<file path="config.mk">
export PLATFORM = sky130hd
export DESIGN_NAME = relu_bound_relaxation
export DESIGN_NICKNAME = d
export VERILOG_FILES = /design/src/hw/rtl/rbr_pkg.sv /design/src/hw/rtl/rbr_prep.sv /design/src/hw/rtl/rbr_div_cell.sv /design/src/hw/rtl/rbr_post.sv /design/src/hw/rtl/relu_bound_relaxation.sv
export SDC_FILE = /design/constraint.sdc
export NUM_CORES = 2
export LEC_CHECK = 0
export BUFFER_PORTS_ARGS = -buffer_cell sky130_fd_sc_hd__buf_4
export CORE_MARGIN = 1
export CORE_UTILIZATION = 35
export DETAILED_ROUTE_END_ITERATION = 7
export HOLD_SLACK_MARGIN = 0.08
export PLACE_DENSITY = 0.5
export SLEW_MARGIN = 20
export SYNTH_ARGS = -nofsm -noshare
export SYNTH_HDL_FRONTEND = slang
export SYNTH_HIERARCHICAL = 1
export SYNTH_SLANG_ARGS = --single-unit
</file>
<file path="constraint.sdc">
create_clock -name clk -period 37 [get_ports clk]
set_clock_uncertainty 0.15 [all_clocks]
set_input_delay 3.7 -clock clk [delete_from_list [all_inputs] [get_ports clk]]
set_output_delay 3.7 -clock clk [all_outputs]
set_load 0.01 [all_outputs]
</file>
<file path="src/hw/rtl/rbr_pkg.sv">
// Shared types and constants for the ReLU bound relaxation pipeline.
// No dependencies.
package rbr_pkg;

    localparam int DATA_W  = 32;            // bound / coefficient width
    localparam int INDEX_W = 16;            // neuron index width
    localparam int DIV_W   = DATA_W + 1;    // divisor and remainder width (u + l)

    localparam logic signed [DATA_W-1:0] SAT_MAX = {1'b0, {(DATA_W-1){1'b1}}};

    // Input interval class
    typedef enum logic [1:0] {
        KIND_INACTIVE = 2'd0,   // u <= 0
        KIND_ACTIVE   = 2'd1,   // u > 0, l < 0
        KIND_MIXED    = 2'd2    // u > 0, l >= 0
    } kind_t;

    // Per-item data that rides alongside the divider
    typedef struct packed {
        logic [INDEX_W-1:0]       index;
        logic signed [DATA_W-1:0] l;
        logic signed [DATA_W-1:0] u;
        logic                     last;
        kind_t                    kind;
        logic                     lo_ident;
    } rbr_item_t;

endpackage

</file>
<file path="src/hw/rtl/rbr_prep.sv">
// Front stage: classifies the interval and sets up the rounded divide.
// Depends on rbr_pkg.
module rbr_prep
    import rbr_pkg::*;
#(
    parameter int FRAC_BITS = 16
)
(
    input  logic                     clk,
    input  logic                     rst_n,
    input  logic                     up_valid,
    output logic                     up_ready,
    input  logic [INDEX_W-1:0]       neuron_index,
    input  logic signed [DATA_W-1:0] lower_negated,
    input  logic signed [DATA_W-1:0] upper_bound,
    input  logic                     last_in,
    input  logic                     area_heuristic_on,
    output logic                     dn_valid,
    input  logic                     dn_ready,
    output rbr_item_t                dn_item,
    output logic [DIV_W-1:0]         dn_rem,
    output logic [FRAC_BITS:0]       dn_low,
    output logic [DIV_W-1:0]         dn_div
);

    localparam int QW = FRAC_BITS + 1;
    localparam int NW = DATA_W + FRAC_BITS;   // rounded dividend width

    logic              valid_reg;
    rbr_item_t         item_reg, item_next;
    logic [DIV_W-1:0]  rem_reg, rem_next;
    logic [QW-1:0]     low_reg, low_next;
    logic [DIV_W-1:0]  div_reg, div_next;
    logic [NW-1:0]     dividend;

    assign up_ready = !valid_reg || dn_ready;

    always_comb
    begin
        item_next.index = neuron_index;
        item_next.l     = lower_negated;
        item_next.u     = upper_bound;
        item_next.last  = last_in;
        if (upper_bound <= 0)
            item_next.kind = KIND_INACTIVE;
        else if (lower_negated < 0)
            item_next.kind = KIND_ACTIVE;
        else
            item_next.kind = KIND_MIXED;
        item_next.lo_ident = area_heuristic_on && (upper_bound >= lower_negated);

        // u*ONE + floor((u+l)/2); only meaningful for the mixed class
        div_next = {upper_bound[DATA_W-1], upper_bound}
                 + {lower_negated[DATA_W-1], lower_negated};
        dividend = (NW'(upper_bound[DATA_W-2:0]) << FRAC_BITS)
                 + NW'(div_next[DIV_W-1:1]);
        rem_next = DIV_W'(dividend[NW-1:QW]);
        low_next = dividend[QW-1:0];
    end

    always_ff @(posedge clk or negedge rst_n)
    begin
        if (!rst_n)
            valid_reg <= 1'b0;
        else if (up_ready)
            valid_reg <= up_valid;
    end

    always_ff @(posedge clk)
    begin
        if (up_valid && up_ready)
        begin
            item_reg <= item_next;
            rem_reg  <= rem_next;
            low_reg  <= low_next;
            div_reg  <= div_next;
        end
    end

    assign dn_valid = valid_reg;
    assign dn_item  = item_reg;
    assign dn_rem   = rem_reg;
    assign dn_low   = low_reg;
    assign dn_div   = div_reg;

endmodule

</file>
<file path="src/hw/rtl/rbr_div_cell.sv">
// One restoring-division cell: resolves one quotient bit per item.
// Depends on rbr_pkg.
module rbr_div_cell
    import rbr_pkg::*;
#(
    parameter int FRAC_BITS = 16
)
(
    input  logic               clk,
    input  logic               rst_n,
    input  logic               up_valid,
    output logic               up_ready,
    input  rbr_item_t          up_item,
    input  logic [DIV_W-1:0]   up_rem,
    input  logic [FRAC_BITS:0] up_low,
    input  logic [FRAC_BITS:0] up_q,
    input  logic [DIV_W-1:0]   up_div,
    output logic               dn_valid,
    input  logic               dn_ready,
    output rbr_item_t          dn_item,
    output logic [DIV_W-1:0]   dn_rem,
    output logic [FRAC_BITS:0] dn_low,
    output logic [FRAC_BITS:0] dn_q,
    output logic [DIV_W-1:0]   dn_div
);

    localparam int QW = FRAC_BITS + 1;

    logic             valid_reg;
    rbr_item_t        item_reg;
    logic [DIV_W-1:0] rem_reg, rem_next;
    logic [QW-1:0]    low_reg, low_next;
    logic [QW-1:0]    q_reg, q_next;
    logic [DIV_W-1:0] div_reg;
    logic [DIV_W:0]   trial;
    logic [DIV_W:0]   diff;
    logic             take;

    assign up_ready = !valid_reg || dn_ready;

    always_comb
    begin
        trial    = {up_rem, up_low[QW-1]};
        diff     = trial - {1'b0, up_div};
        take     = trial >= {1'b0, up_div};
        rem_next = take ? diff[DIV_W-1:0] : trial[DIV_W-1:0];
        low_next = {up_low[QW-2:0], 1'b0};
        q_next   = {up_q[QW-2:0], take};
    end

    always_ff @(posedge clk or negedge rst_n)
    begin
        if (!rst_n)
            valid_reg <= 1'b0;
        else if (up_ready)
            valid_reg <= up_valid;
    end

    always_ff @(posedge clk)
    begin
        if (up_valid && up_ready)
        begin
            item_reg <= up_item;
            rem_reg  <= rem_next;
            low_reg  <= low_next;
            q_reg    <= q_next;
            div_reg  <= up_div;
        end
    end

    assign dn_valid = valid_reg;
    assign dn_item  = item_reg;
    assign dn_rem   = rem_reg;
    assign dn_low   = low_reg;
    assign dn_q     = q_reg;
    assign dn_div   = div_reg;

endmodule

</file>
<file path="src/hw/rtl/rbr_post.sv">
// Back end: intercept multiply, rounding, field select and output register.
// Depends on rbr_pkg.
module rbr_post
    import rbr_pkg::*;
#(
    parameter int FRAC_BITS = 16
)
(
    input  logic                     clk,
    input  logic                     rst_n,
    input  logic                     up_valid,
    output logic                     up_ready,
    input  rbr_item_t                up_item,
    input  logic [FRAC_BITS:0]       up_q,
    output logic                     out_valid,
    input  logic                     out_stall,
    output logic [INDEX_W-1:0]       index_out,
    output logic signed [DATA_W-1:0] out_lower_negated,
    output logic signed [DATA_W-1:0] out_upper,
    output logic signed [DATA_W-1:0] low_coeff_inf,
    output logic signed [DATA_W-1:0] low_coeff_sup,
    output logic signed [DATA_W-1:0] up_coeff_inf,
    output logic signed [DATA_W-1:0] up_coeff_sup,
    output logic signed [DATA_W-1:0] up_const_inf,
    output logic signed [DATA_W-1:0] up_const_sup,
    output logic                     last_out
);

    localparam int QW = FRAC_BITS + 1;
    localparam int PW = QW + DATA_W;   // product width with headroom for rounding
    localparam logic signed [DATA_W-1:0] ONE = DATA_W'(1) << FRAC_BITS;

    // Multiply stage
    logic             mul_valid_reg;
    rbr_item_t        mul_item_reg;
    logic [QW-1:0]    mul_s_reg;
    logic [PW-1:0]    prod_reg;
    logic             mul_ready;

    // Output stage
    logic                     out_valid_reg;
    logic                     out_ready;
    logic [INDEX_W-1:0]       index_reg;
    logic signed [DATA_W-1:0] lneg_reg, lneg_next;
    logic signed [DATA_W-1:0] upper_reg, upper_next;
    logic signed [DATA_W-1:0] lo_inf_reg, lo_inf_next;
    logic signed [DATA_W-1:0] lo_sup_reg, lo_sup_next;
    logic signed [DATA_W-1:0] up_inf_reg, up_inf_next;
    logic signed [DATA_W-1:0] up_sup_reg, up_sup_next;
    logic signed [DATA_W-1:0] cst_inf_reg, cst_inf_next;
    logic signed [DATA_W-1:0] cst_sup_reg, cst_sup_next;
    logic                     last_reg;
    logic [PW-1:0]            rounded;
    logic [DATA_W:0]          c_wide;
    logic signed [DATA_W-1:0] c_sat;
    logic signed [DATA_W-1:0] s_ext;

    assign out_ready = !out_valid_reg || !out_stall;
    assign mul_ready = !mul_valid_reg || out_ready;
    assign up_ready  = mul_ready;

    always_ff @(posedge clk or negedge rst_n)
    begin
        if (!rst_n)
        begin
            mul_valid_reg <= 1'b0;
            out_valid_reg <= 1'b0;
        end
        else
        begin
            if (mul_ready)
                mul_valid_reg <= up_valid;
            if (out_ready)
                out_valid_reg <= mul_valid_reg;
        end
    end

    // s * l; l is non-negative whenever the product is used
    always_ff @(posedge clk)
    begin
        if (up_valid && mul_ready)
        begin
            mul_item_reg <= up_item;
            mul_s_reg    <= up_q;
            prod_reg     <= PW'(up_q) * PW'(up_item.l[DATA_W-2:0]);
        end
    end

    always_comb
    begin
        rounded = prod_reg + (PW'(1) << (FRAC_BITS - 1));
        c_wide  = (DATA_W + 1)'(rounded >> FRAC_BITS);
        c_sat   = (c_wide[DATA_W:DATA_W-1] != 2'b00) ? SAT_MAX : c_wide[DATA_W-1:0];
        s_ext   = DATA_W'(mul_s_reg);

        lneg_next  = (mul_item_reg.l < 0) ? mul_item_reg.l : '0;
        upper_next = (mul_item_reg.u > 0) ? mul_item_reg.u : '0;

        lo_inf_next  = '0;
        lo_sup_next  = '0;
        up_inf_next  = '0;
        up_sup_next  = '0;
        cst_inf_next = '0;
        cst_sup_next = '0;
        case (mul_item_reg.kind)
            KIND_ACTIVE:
            begin
                lo_inf_next = -ONE;
                lo_sup_next = ONE;
                up_inf_next = -ONE;
                up_sup_next = ONE;
            end
            KIND_MIXED:
            begin
                if (mul_item_reg.lo_ident)
                begin
                    lo_inf_next = -ONE;
                    lo_sup_next = ONE;
                end
                up_inf_next  = -s_ext;
                up_sup_next  = s_ext;
                cst_inf_next = -c_sat;
                cst_sup_next = c_sat;
            end
            default:
            begin
                // inactive: all zero
            end
        endcase
    end

    always_ff @(posedge clk)
    begin
        if (mul_valid_reg && out_ready)
        begin
            index_reg   <= mul_item_reg.index;
            lneg_reg    <= lneg_next;
            upper_reg   <= upper_next;
            lo_inf_reg  <= lo_inf_next;
            lo_sup_reg  <= lo_sup_next;
            up_inf_reg  <= up_inf_next;
            up_sup_reg  <= up_sup_next;
            cst_inf_reg <= cst_inf_next;
            cst_sup_reg <= cst_sup_next;
            last_reg    <= mul_item_reg.last;
        end
    end

    assign out_valid         = out_valid_reg;
    assign index_out         = index_reg;
    assign out_lower_negated = lneg_reg;
    assign out_upper         = upper_reg;
    assign low_coeff_inf     = lo_inf_reg;
    assign low_coeff_sup     = lo_sup_reg;
    assign up_coeff_inf      = up_inf_reg;
    assign up_coeff_sup      = up_sup_reg;
    assign up_const_inf      = cst_inf_reg;
    assign up_const_sup      = cst_sup_reg;
    assign last_out          = last_reg;

endmodule

</file>
<file path="src/hw/rtl/relu_bound_relaxation.sv">
// ReLU bound relaxation. An item passes from input accept to result valid through
// one setup stage, FRAC_BITS + 1 divider cells, one multiply stage and one output register.
// One item per cycle while out_stall is low; each divider cell resolves one quotient bit.
// Reset (rst_n, async low): all stage valids cleared, area_heuristic_on set to 1.
// Depends on rbr_pkg, rbr_prep, rbr_div_cell, rbr_post.
module relu_bound_relaxation
    import rbr_pkg::*;
#(
    parameter int FRAC_BITS = 16    // fraction bits of the fixed-point format, 8..30
)
(
    input  logic                     clk,
    input  logic                     rst_n,
    // configuration
    input  logic                     cfg_write,
    input  logic                     cfg_data,
    // input channel
    input  logic                     in_valid,
    output logic                     in_stall,
    input  logic [INDEX_W-1:0]       neuron_index,
    input  logic signed [DATA_W-1:0] lower_negated,
    input  logic signed [DATA_W-1:0] upper_bound,
    input  logic                     last_in,
    // output channel
    output logic                     out_valid,
    input  logic                     out_stall,
    output logic [INDEX_W-1:0]       index_out,
    output logic signed [DATA_W-1:0] out_lower_negated,
    output logic signed [DATA_W-1:0] out_upper,
    output logic signed [DATA_W-1:0] low_coeff_inf,
    output logic signed [DATA_W-1:0] low_coeff_sup,
    output logic signed [DATA_W-1:0] up_coeff_inf,
    output logic signed [DATA_W-1:0] up_coeff_sup,
    output logic signed [DATA_W-1:0] up_const_inf,
    output logic signed [DATA_W-1:0] up_const_sup,
    output logic                     last_out
);

    // Quotient s = round(u * ONE / (u + l)) is at most ONE, so it needs
    // FRAC_BITS + 1 bits and as many divider cells.
    localparam int QW     = FRAC_BITS + 1;
    localparam int NCELLS = QW;

    logic area_heuristic_on_reg;

    // Stage taps: index 0 is the setup stage output, index k the output of cell k-1
    logic             stg_valid [0:NCELLS];
    logic             stg_ready [0:NCELLS];
    rbr_item_t        stg_item  [0:NCELLS];
    logic [DIV_W-1:0] stg_rem   [0:NCELLS];
    logic [QW-1:0]    stg_low   [0:NCELLS];
    logic [QW-1:0]    stg_q     [0:NCELLS];
    logic [DIV_W-1:0] stg_div   [0:NCELLS];
    logic             in_ready;

    // Configuration register; user must write it only while pipeline empty; not enforced.
    always_ff @(posedge clk or negedge rst_n)
    begin
        if (!rst_n)
            area_heuristic_on_reg <= 1'b1;
        else if (cfg_write)
            area_heuristic_on_reg <= cfg_data;
    end

    assign in_stall = !in_ready;

    // Setup: interval class, divisor u + l and rounded dividend u*ONE + (u+l)/2
    rbr_prep #(
        .FRAC_BITS (FRAC_BITS)
    ) u_prep (
        .clk               (clk),
        .rst_n             (rst_n),
        .up_valid          (in_valid),
        .up_ready          (in_ready),
        .neuron_index      (neuron_index),
        .lower_negated     (lower_negated),
        .upper_bound       (upper_bound),
        .last_in           (last_in),
        .area_heuristic_on (area_heuristic_on_reg),
        .dn_valid          (stg_valid[0]),
        .dn_ready          (stg_ready[0]),
        .dn_item           (stg_item[0]),
        .dn_rem            (stg_rem[0]),
        .dn_low            (stg_low[0]),
        .dn_div            (stg_div[0])
    );

    assign stg_q[0] = '0;

    // Chain of restoring-division cells, MSB of the quotient first.
    // Each stage advances when it is empty or its successor advances, so
    // bubbles collapse while the output is held.
    for (genvar k = 0; k < NCELLS; k++)
    begin : g_cell
        rbr_div_cell #(
            .FRAC_BITS (FRAC_BITS)
        ) u_cell (
            .clk      (clk),
            .rst_n    (rst_n),
            .up_valid (stg_valid[k]),
            .up_ready (stg_ready[k]),
            .up_item  (stg_item[k]),
            .up_rem   (stg_rem[k]),
            .up_low   (stg_low[k]),
            .up_q     (stg_q[k]),
            .up_div   (stg_div[k]),
            .dn_valid (stg_valid[k+1]),
            .dn_ready (stg_ready[k+1]),
            .dn_item  (stg_item[k+1]),
            .dn_rem   (stg_rem[k+1]),
            .dn_low   (stg_low[k+1]),
            .dn_q     (stg_q[k+1]),
            .dn_div   (stg_div[k+1])
        );
    end

    // Intercept c = round(s * l / ONE), field selection, output register.
    // Remainder, leftover dividend bits and divisor are dropped after the last cell.
    rbr_post #(
        .FRAC_BITS (FRAC_BITS)
    ) u_post (
        .clk               (clk),
        .rst_n             (rst_n),
        .up_valid          (stg_valid[NCELLS]),
        .up_ready          (stg_ready[NCELLS]),
        .up_item           (stg_item[NCELLS]),
        .up_q              (stg_q[NCELLS]),
        .out_valid         (out_valid),
        .out_stall         (out_stall),
        .index_out         (index_out),
        .out_lower_negated (out_lower_negated),
        .out_upper         (out_upper),
        .low_coeff_inf     (low_coeff_inf),
        .low_coeff_sup     (low_coeff_sup),
        .up_coeff_inf      (up_coeff_inf),
        .up_coeff_sup      (up_coeff_sup),
        .up_const_inf      (up_const_inf),
        .up_const_sup      (up_const_sup),
        .last_out          (last_out)
    );

endmodule

</file>
Word level (Yosys, flattened, before mapping)
Index checks and enable logic that the tools add are counted.
{"block": "word_totals", "ramBits": 0, "n_memories": 0, "rom_bits": 0, "wordCells": 350, "latch_bits": 0, "regBits": 3381, "out_inout_bits": 275}
{"block": "classes", "n_lt_le_gt_ge": 22, "n_reduce_logical": 64, "n_eq_ne": 2, "n_div": 0, "n_addsub": 21, "n_mux": 24, "n_mul": 1, "bitwise_logic": 0, "n_shift": 0}
{"operator": "34-bit by 33-bit greater-or-equal comparator with 1-bit output", "n": 16}
{"operator": "33-bit 2-to-1 mux", "n": 15}
{"operator": "33-bit subtractor", "n": 15}
{"operator": "32-bit case mux with 2 select lines", "n": 3}
{"operator": "32-bit 2-to-1 mux", "n": 3}
{"operator": "32-bit by 1-bit less-than comparator with 1-bit output (second input constant)", "n": 2}
{"operator": "48-bit by 16-bit adder with 49-bit output (second input constant)", "n": 1}
{"operator": "47-bit by 32-bit adder with 48-bit output", "n": 1}
{"operator": "17-bit by 31-bit multiplier with 48-bit output", "n": 1}
{"operator": "17-bit case mux with 2 select lines", "n": 1}
{"operator": "32-bit by 32-bit adder with 33-bit output", "n": 1}
{"operator": "32-bit by 33-bit greater-or-equal comparator with 1-bit output", "n": 1}
{"operator": "32-bit by 33-bit subtractor with 33-bit output", "n": 1}
{"operator": "32-bit greater-or-equal comparator", "n": 1}
{"operator": "32-bit by 1-bit > comparator with 1-bit output (second input constant)", "n": 1}
{"operator": "32-bit by 1-bit less-or-equal comparator with 1-bit output (second input constant)", "n": 1}
{"operator": "17-bit negator with 32-bit output", "n": 1}
{"operator": "32-bit negator", "n": 1}
{"operator": "1-bit logical NOT", "n": 22}
{"operator": "1-bit logical AND", "n": 21}
{"operator": "1-bit logical OR", "n": 20}
{"operator": "17-bit 2-to-1 mux", "n": 1}
{"operator": "2-bit by 1-bit equality test with 1-bit output (second input constant)", "n": 1}
{"operator": "2-bit equality test (second input constant)", "n": 1}
{"operator": "2 further kinds", "n": 2}

Longest topological paths before layout
{"block": "logic_depth", "ltp_word": 22, "ltp_mapped": 24}

Cells and area by module
Netlist, hierarchy kept.
{"mod": "rbr_div_cell at g_cell[0].u_cell ...", "instances": 15, "cells_per_inst": 551, "area_per_inst_um2": 7887.6, "seq_area_each_um2": 5520.3}
{"mod": "rbr_post", "instances": 1, "cells_per_inst": 2811, "area_per_inst_um2": 29834.9, "seq_area_each_um2": 9869.5}
{"mod": "rbr_div_cell at g_cell[15].u_cell ...", "instances": 2, "cells_per_inst": 555, "area_per_inst_um2": 7955.1, "seq_area_each_um2": 5520.3}
{"mod": "rbr_prep", "instances": 1, "cells_per_inst": 719, "area_per_inst_um2": 8444.3, "seq_area_each_um2": 4499.3}
{"mod": "relu_bound_relaxation", "instances": 1, "cells_per_inst": 4, "area_per_inst_um2": 48.8, "seq_area_each_um2": 26.3}

Worst setup path before layout
No wires, ideal clock.
{"block": "synth_timing", "path_kind": "input to register", "start": "in out_stall", "end": "reg u_post.index_reg[0], in the netlist u_post/index_out[0], enable pin", "required_time_ps": 35808, "arrival_ps": 17559, "cell_stages": 1, "path_slack_ps": 18249, "path_cell_list": "a21boi_0"}
{"block": "synth_between", "elab_chain_cells": 3}
{"item": "from (decl)", "line": "relu_bound_relaxation.sv:26", "text": "input logic out_stall,"}
{"item": "1-bit logical NOT", "line": "rbr_post.sv:58", "text": "assign out_ready = !out_valid_reg || !out_stall;"}
{"item": "1-bit logical OR", "line": "rbr_post.sv:58"}
{"item": "1-bit logical AND", "line": "rbr_post.sv:134", "text": "if (mul_valid_reg && out_ready)"}
{"item": "to (signal assigned)", "line": "rbr_post.sv:136", "text": "index_reg <= mul_item_reg.index;"}
{"item": "to (decl)", "line": "rbr_post.sv:43", "text": "logic [INDEX_W-1:0] index_reg;"}
Every way passes these cells.
A chain may end at the register's enable or synchronous reset.

==> summary.md <==
| Metric | Value |
|---|---|
| Worst Path Required | `33.15 ns` |
| Final Cycle Share | `0.3054` |
| Ys Warns | `6` |
| Crit Path Class | `in -> out` |
| Mapped cell area | `160800 um2` |
| Post-CTS setup buffers | `0` |
| Commonest cells after routing, fill and taps aside | `edfxtp_1, inv_1, nand2_1, ha_1, o21ai_0` |
| HP Class | `reg -> reg` |
| Wl on met1 | `175600 um` |
| Fmax | `0.08850 GHz` |
| Hold buffers post-CTS | `0` |
| Antenna Violating Nets Remaining | `0` |
| Final setup vio count | `0` |
| Largest net degree at the start of global routing | `122` |
| Avg WL per Cell | `20.60 um` |
| Cts repair resizes | `0` |
| CP max FO | `3` |
| CTS Root Cell | `clkbuf_16` |
| Vias post-DR | `92180` |
| Clock tree buffer depth | `4` |
| CTS tree | `done` |
| Nets | `13960` |
| Met2 Wirelength | `190800 um` |
| Initial detailed-routing violation count | `6387` |
| CP Launch Type | `primary input` |
| H-tree levels | `5` |
| TNS Setup | `0 ns` |
| Max Cap Viol | `0` |
| Vias per cell | `4.834` |
| Layout cells sized above 1 | `0.09413` |
| Syn avg cell area | `13.06 um2` |
| Clock period minus worst slack | `11.30 ns` |
| Final number of max-transition violations | `0` |
| Die width | `679.8 um` |
| Full die area | `462100 um2` |
| Most common cell after layout, fill and taps aside | `edfxtp_1` |
| Buffers on Ports | `299` |
| Chip height | `679.8 um` |
| Top cell by count, worst path | `nand2b_1` |
| Vias in the first global route | `92480` |
| Max layer used | `met5` |
| Ports | `362` |
| RSZ-0062 raised after global routing | `false` |
| Worst skew pair latency | `0.94 ns` |
| CP Capture Type | `output pin` |
| Initial Utilization | `0.3520` |
| CORE AREA | `456800 um2` |
| Initial antenna violation count | `18` |
| RePlAce Congestion | `0.8751` |
| Clock Sink Count | `3270` |
| Delay of the slowest critical-path stage | `0.20 ns` |
| Worst slew pin tran | `1.158 ns` |
| WL final | `392900 um` |
| First-pass GRT wire length | `587500 um` |
| Cts bufs inserted | `343` |
| Grt total ovfl | `0` |
| Gr usage total | `0.1664` |
| Met3 WL post-DR | `14260 um` |
| Core Rows | `248` |
| DRC | `0` |
| Drt first pass iters | `5` |
| Status | `finished, final reports clean` |
| Mapped Cells | `12310` |
| CP max stage cell | `nand2b_1` |
| Number of flip-flops in the largest register | `1428` |
| Critical-path cell list | `buf_4 -> nand3_1 -> nand2b_1 -> nand2b_1 -> nand2b_1 -> nand2b_1 -> nand2b_1 -> nand2b_1 -> nand2b_1 -> nand2b_1 -> nand2b_1 -> nand2b_1 -> nand2b_1 -> nand2b_1 -> nand2b_1 -> nand2b_1 -> nand2b_1 -> nand2b_1 -> nand2b_1 -> nand2b_1 -> inv_1 -> buf_4` |
| Final Hold Viols | `0` |
| Slew headroom | `0.2279` |
| Clock transition at the registers of the reported paths | `0.06 ns` |
| Dpl hpwl | `293400 um` |
| WP data arrival | `7.45 ns` |
| Area growth, synth to finish | `12.09%` |
==> final timing paths <==
check	startpoint	to	slack, ns	cells past startpoint
max in group asynchronous	rst_n	area_heuristic_on_reg	33.94	1
min	g_cell[16].u_cell/dn_item[6]	u_post/mul_item_reg[6]	0.24	0
min in group asynchronous	rst_n	u_prep/dn_valid	2.49	1
min reg2reg	g_cell[16].u_cell/dn_item[6]	u_post/mul_item_reg[6]	0.24	0
max	out_stall	in_stall	25.70	22
max reg2reg	g_cell[16].u_cell/dn_item[48]	u_post/prod_reg[43]	29.44	20
==> metrics by stage <==
stage                     hold slack, ns  utilization  cells  instance area [um2]  setup slack, ns
after global routing              0.2313       0.3946  19070               180200            25.29
after CTS                         0.2288       0.3946  19060               180200            25.68
after floorplan                   0.2503            -  12380               161000            18.25
after detailed placement          0.2545       0.3698  18430               168900            25.75
final                             0.2386       0.3946  19070               180200            25.70
after global placement            0.2503       0.3698  18430               168900            25.62
==> worst max-delay path: cells and delay by family <==
kind | cells | cell delay (ns)
buffers and inverters | 3 | 0.29
and+or+nand+nor | 19 | 3.46
==> cell type report <==
cell class | count | area, um2
repair buffers | 394 | 2995
flip-flops and latches | 3270 | 98090
fillers | 43450 | 276500
diodes | 7 | 17.52
inverters | 1318 | 4947
well taps | 6125 | 7664
clock inverters | 200 | 2192
clock buffers | 430 | 9109
multi-input cells | 7327 | 55220
==> routing by layer <==
layer  global-route usage  vias up
met5                    0        -
met2               0.2870     1712
li1                     -    44780
met4              0.05026        6
met3              0.01935      519
met1               0.2196    45160
Power is left out: the tool's default activity adds up to more than one toggle a clock period on the data nets, which glitch-free logic cannot reach.
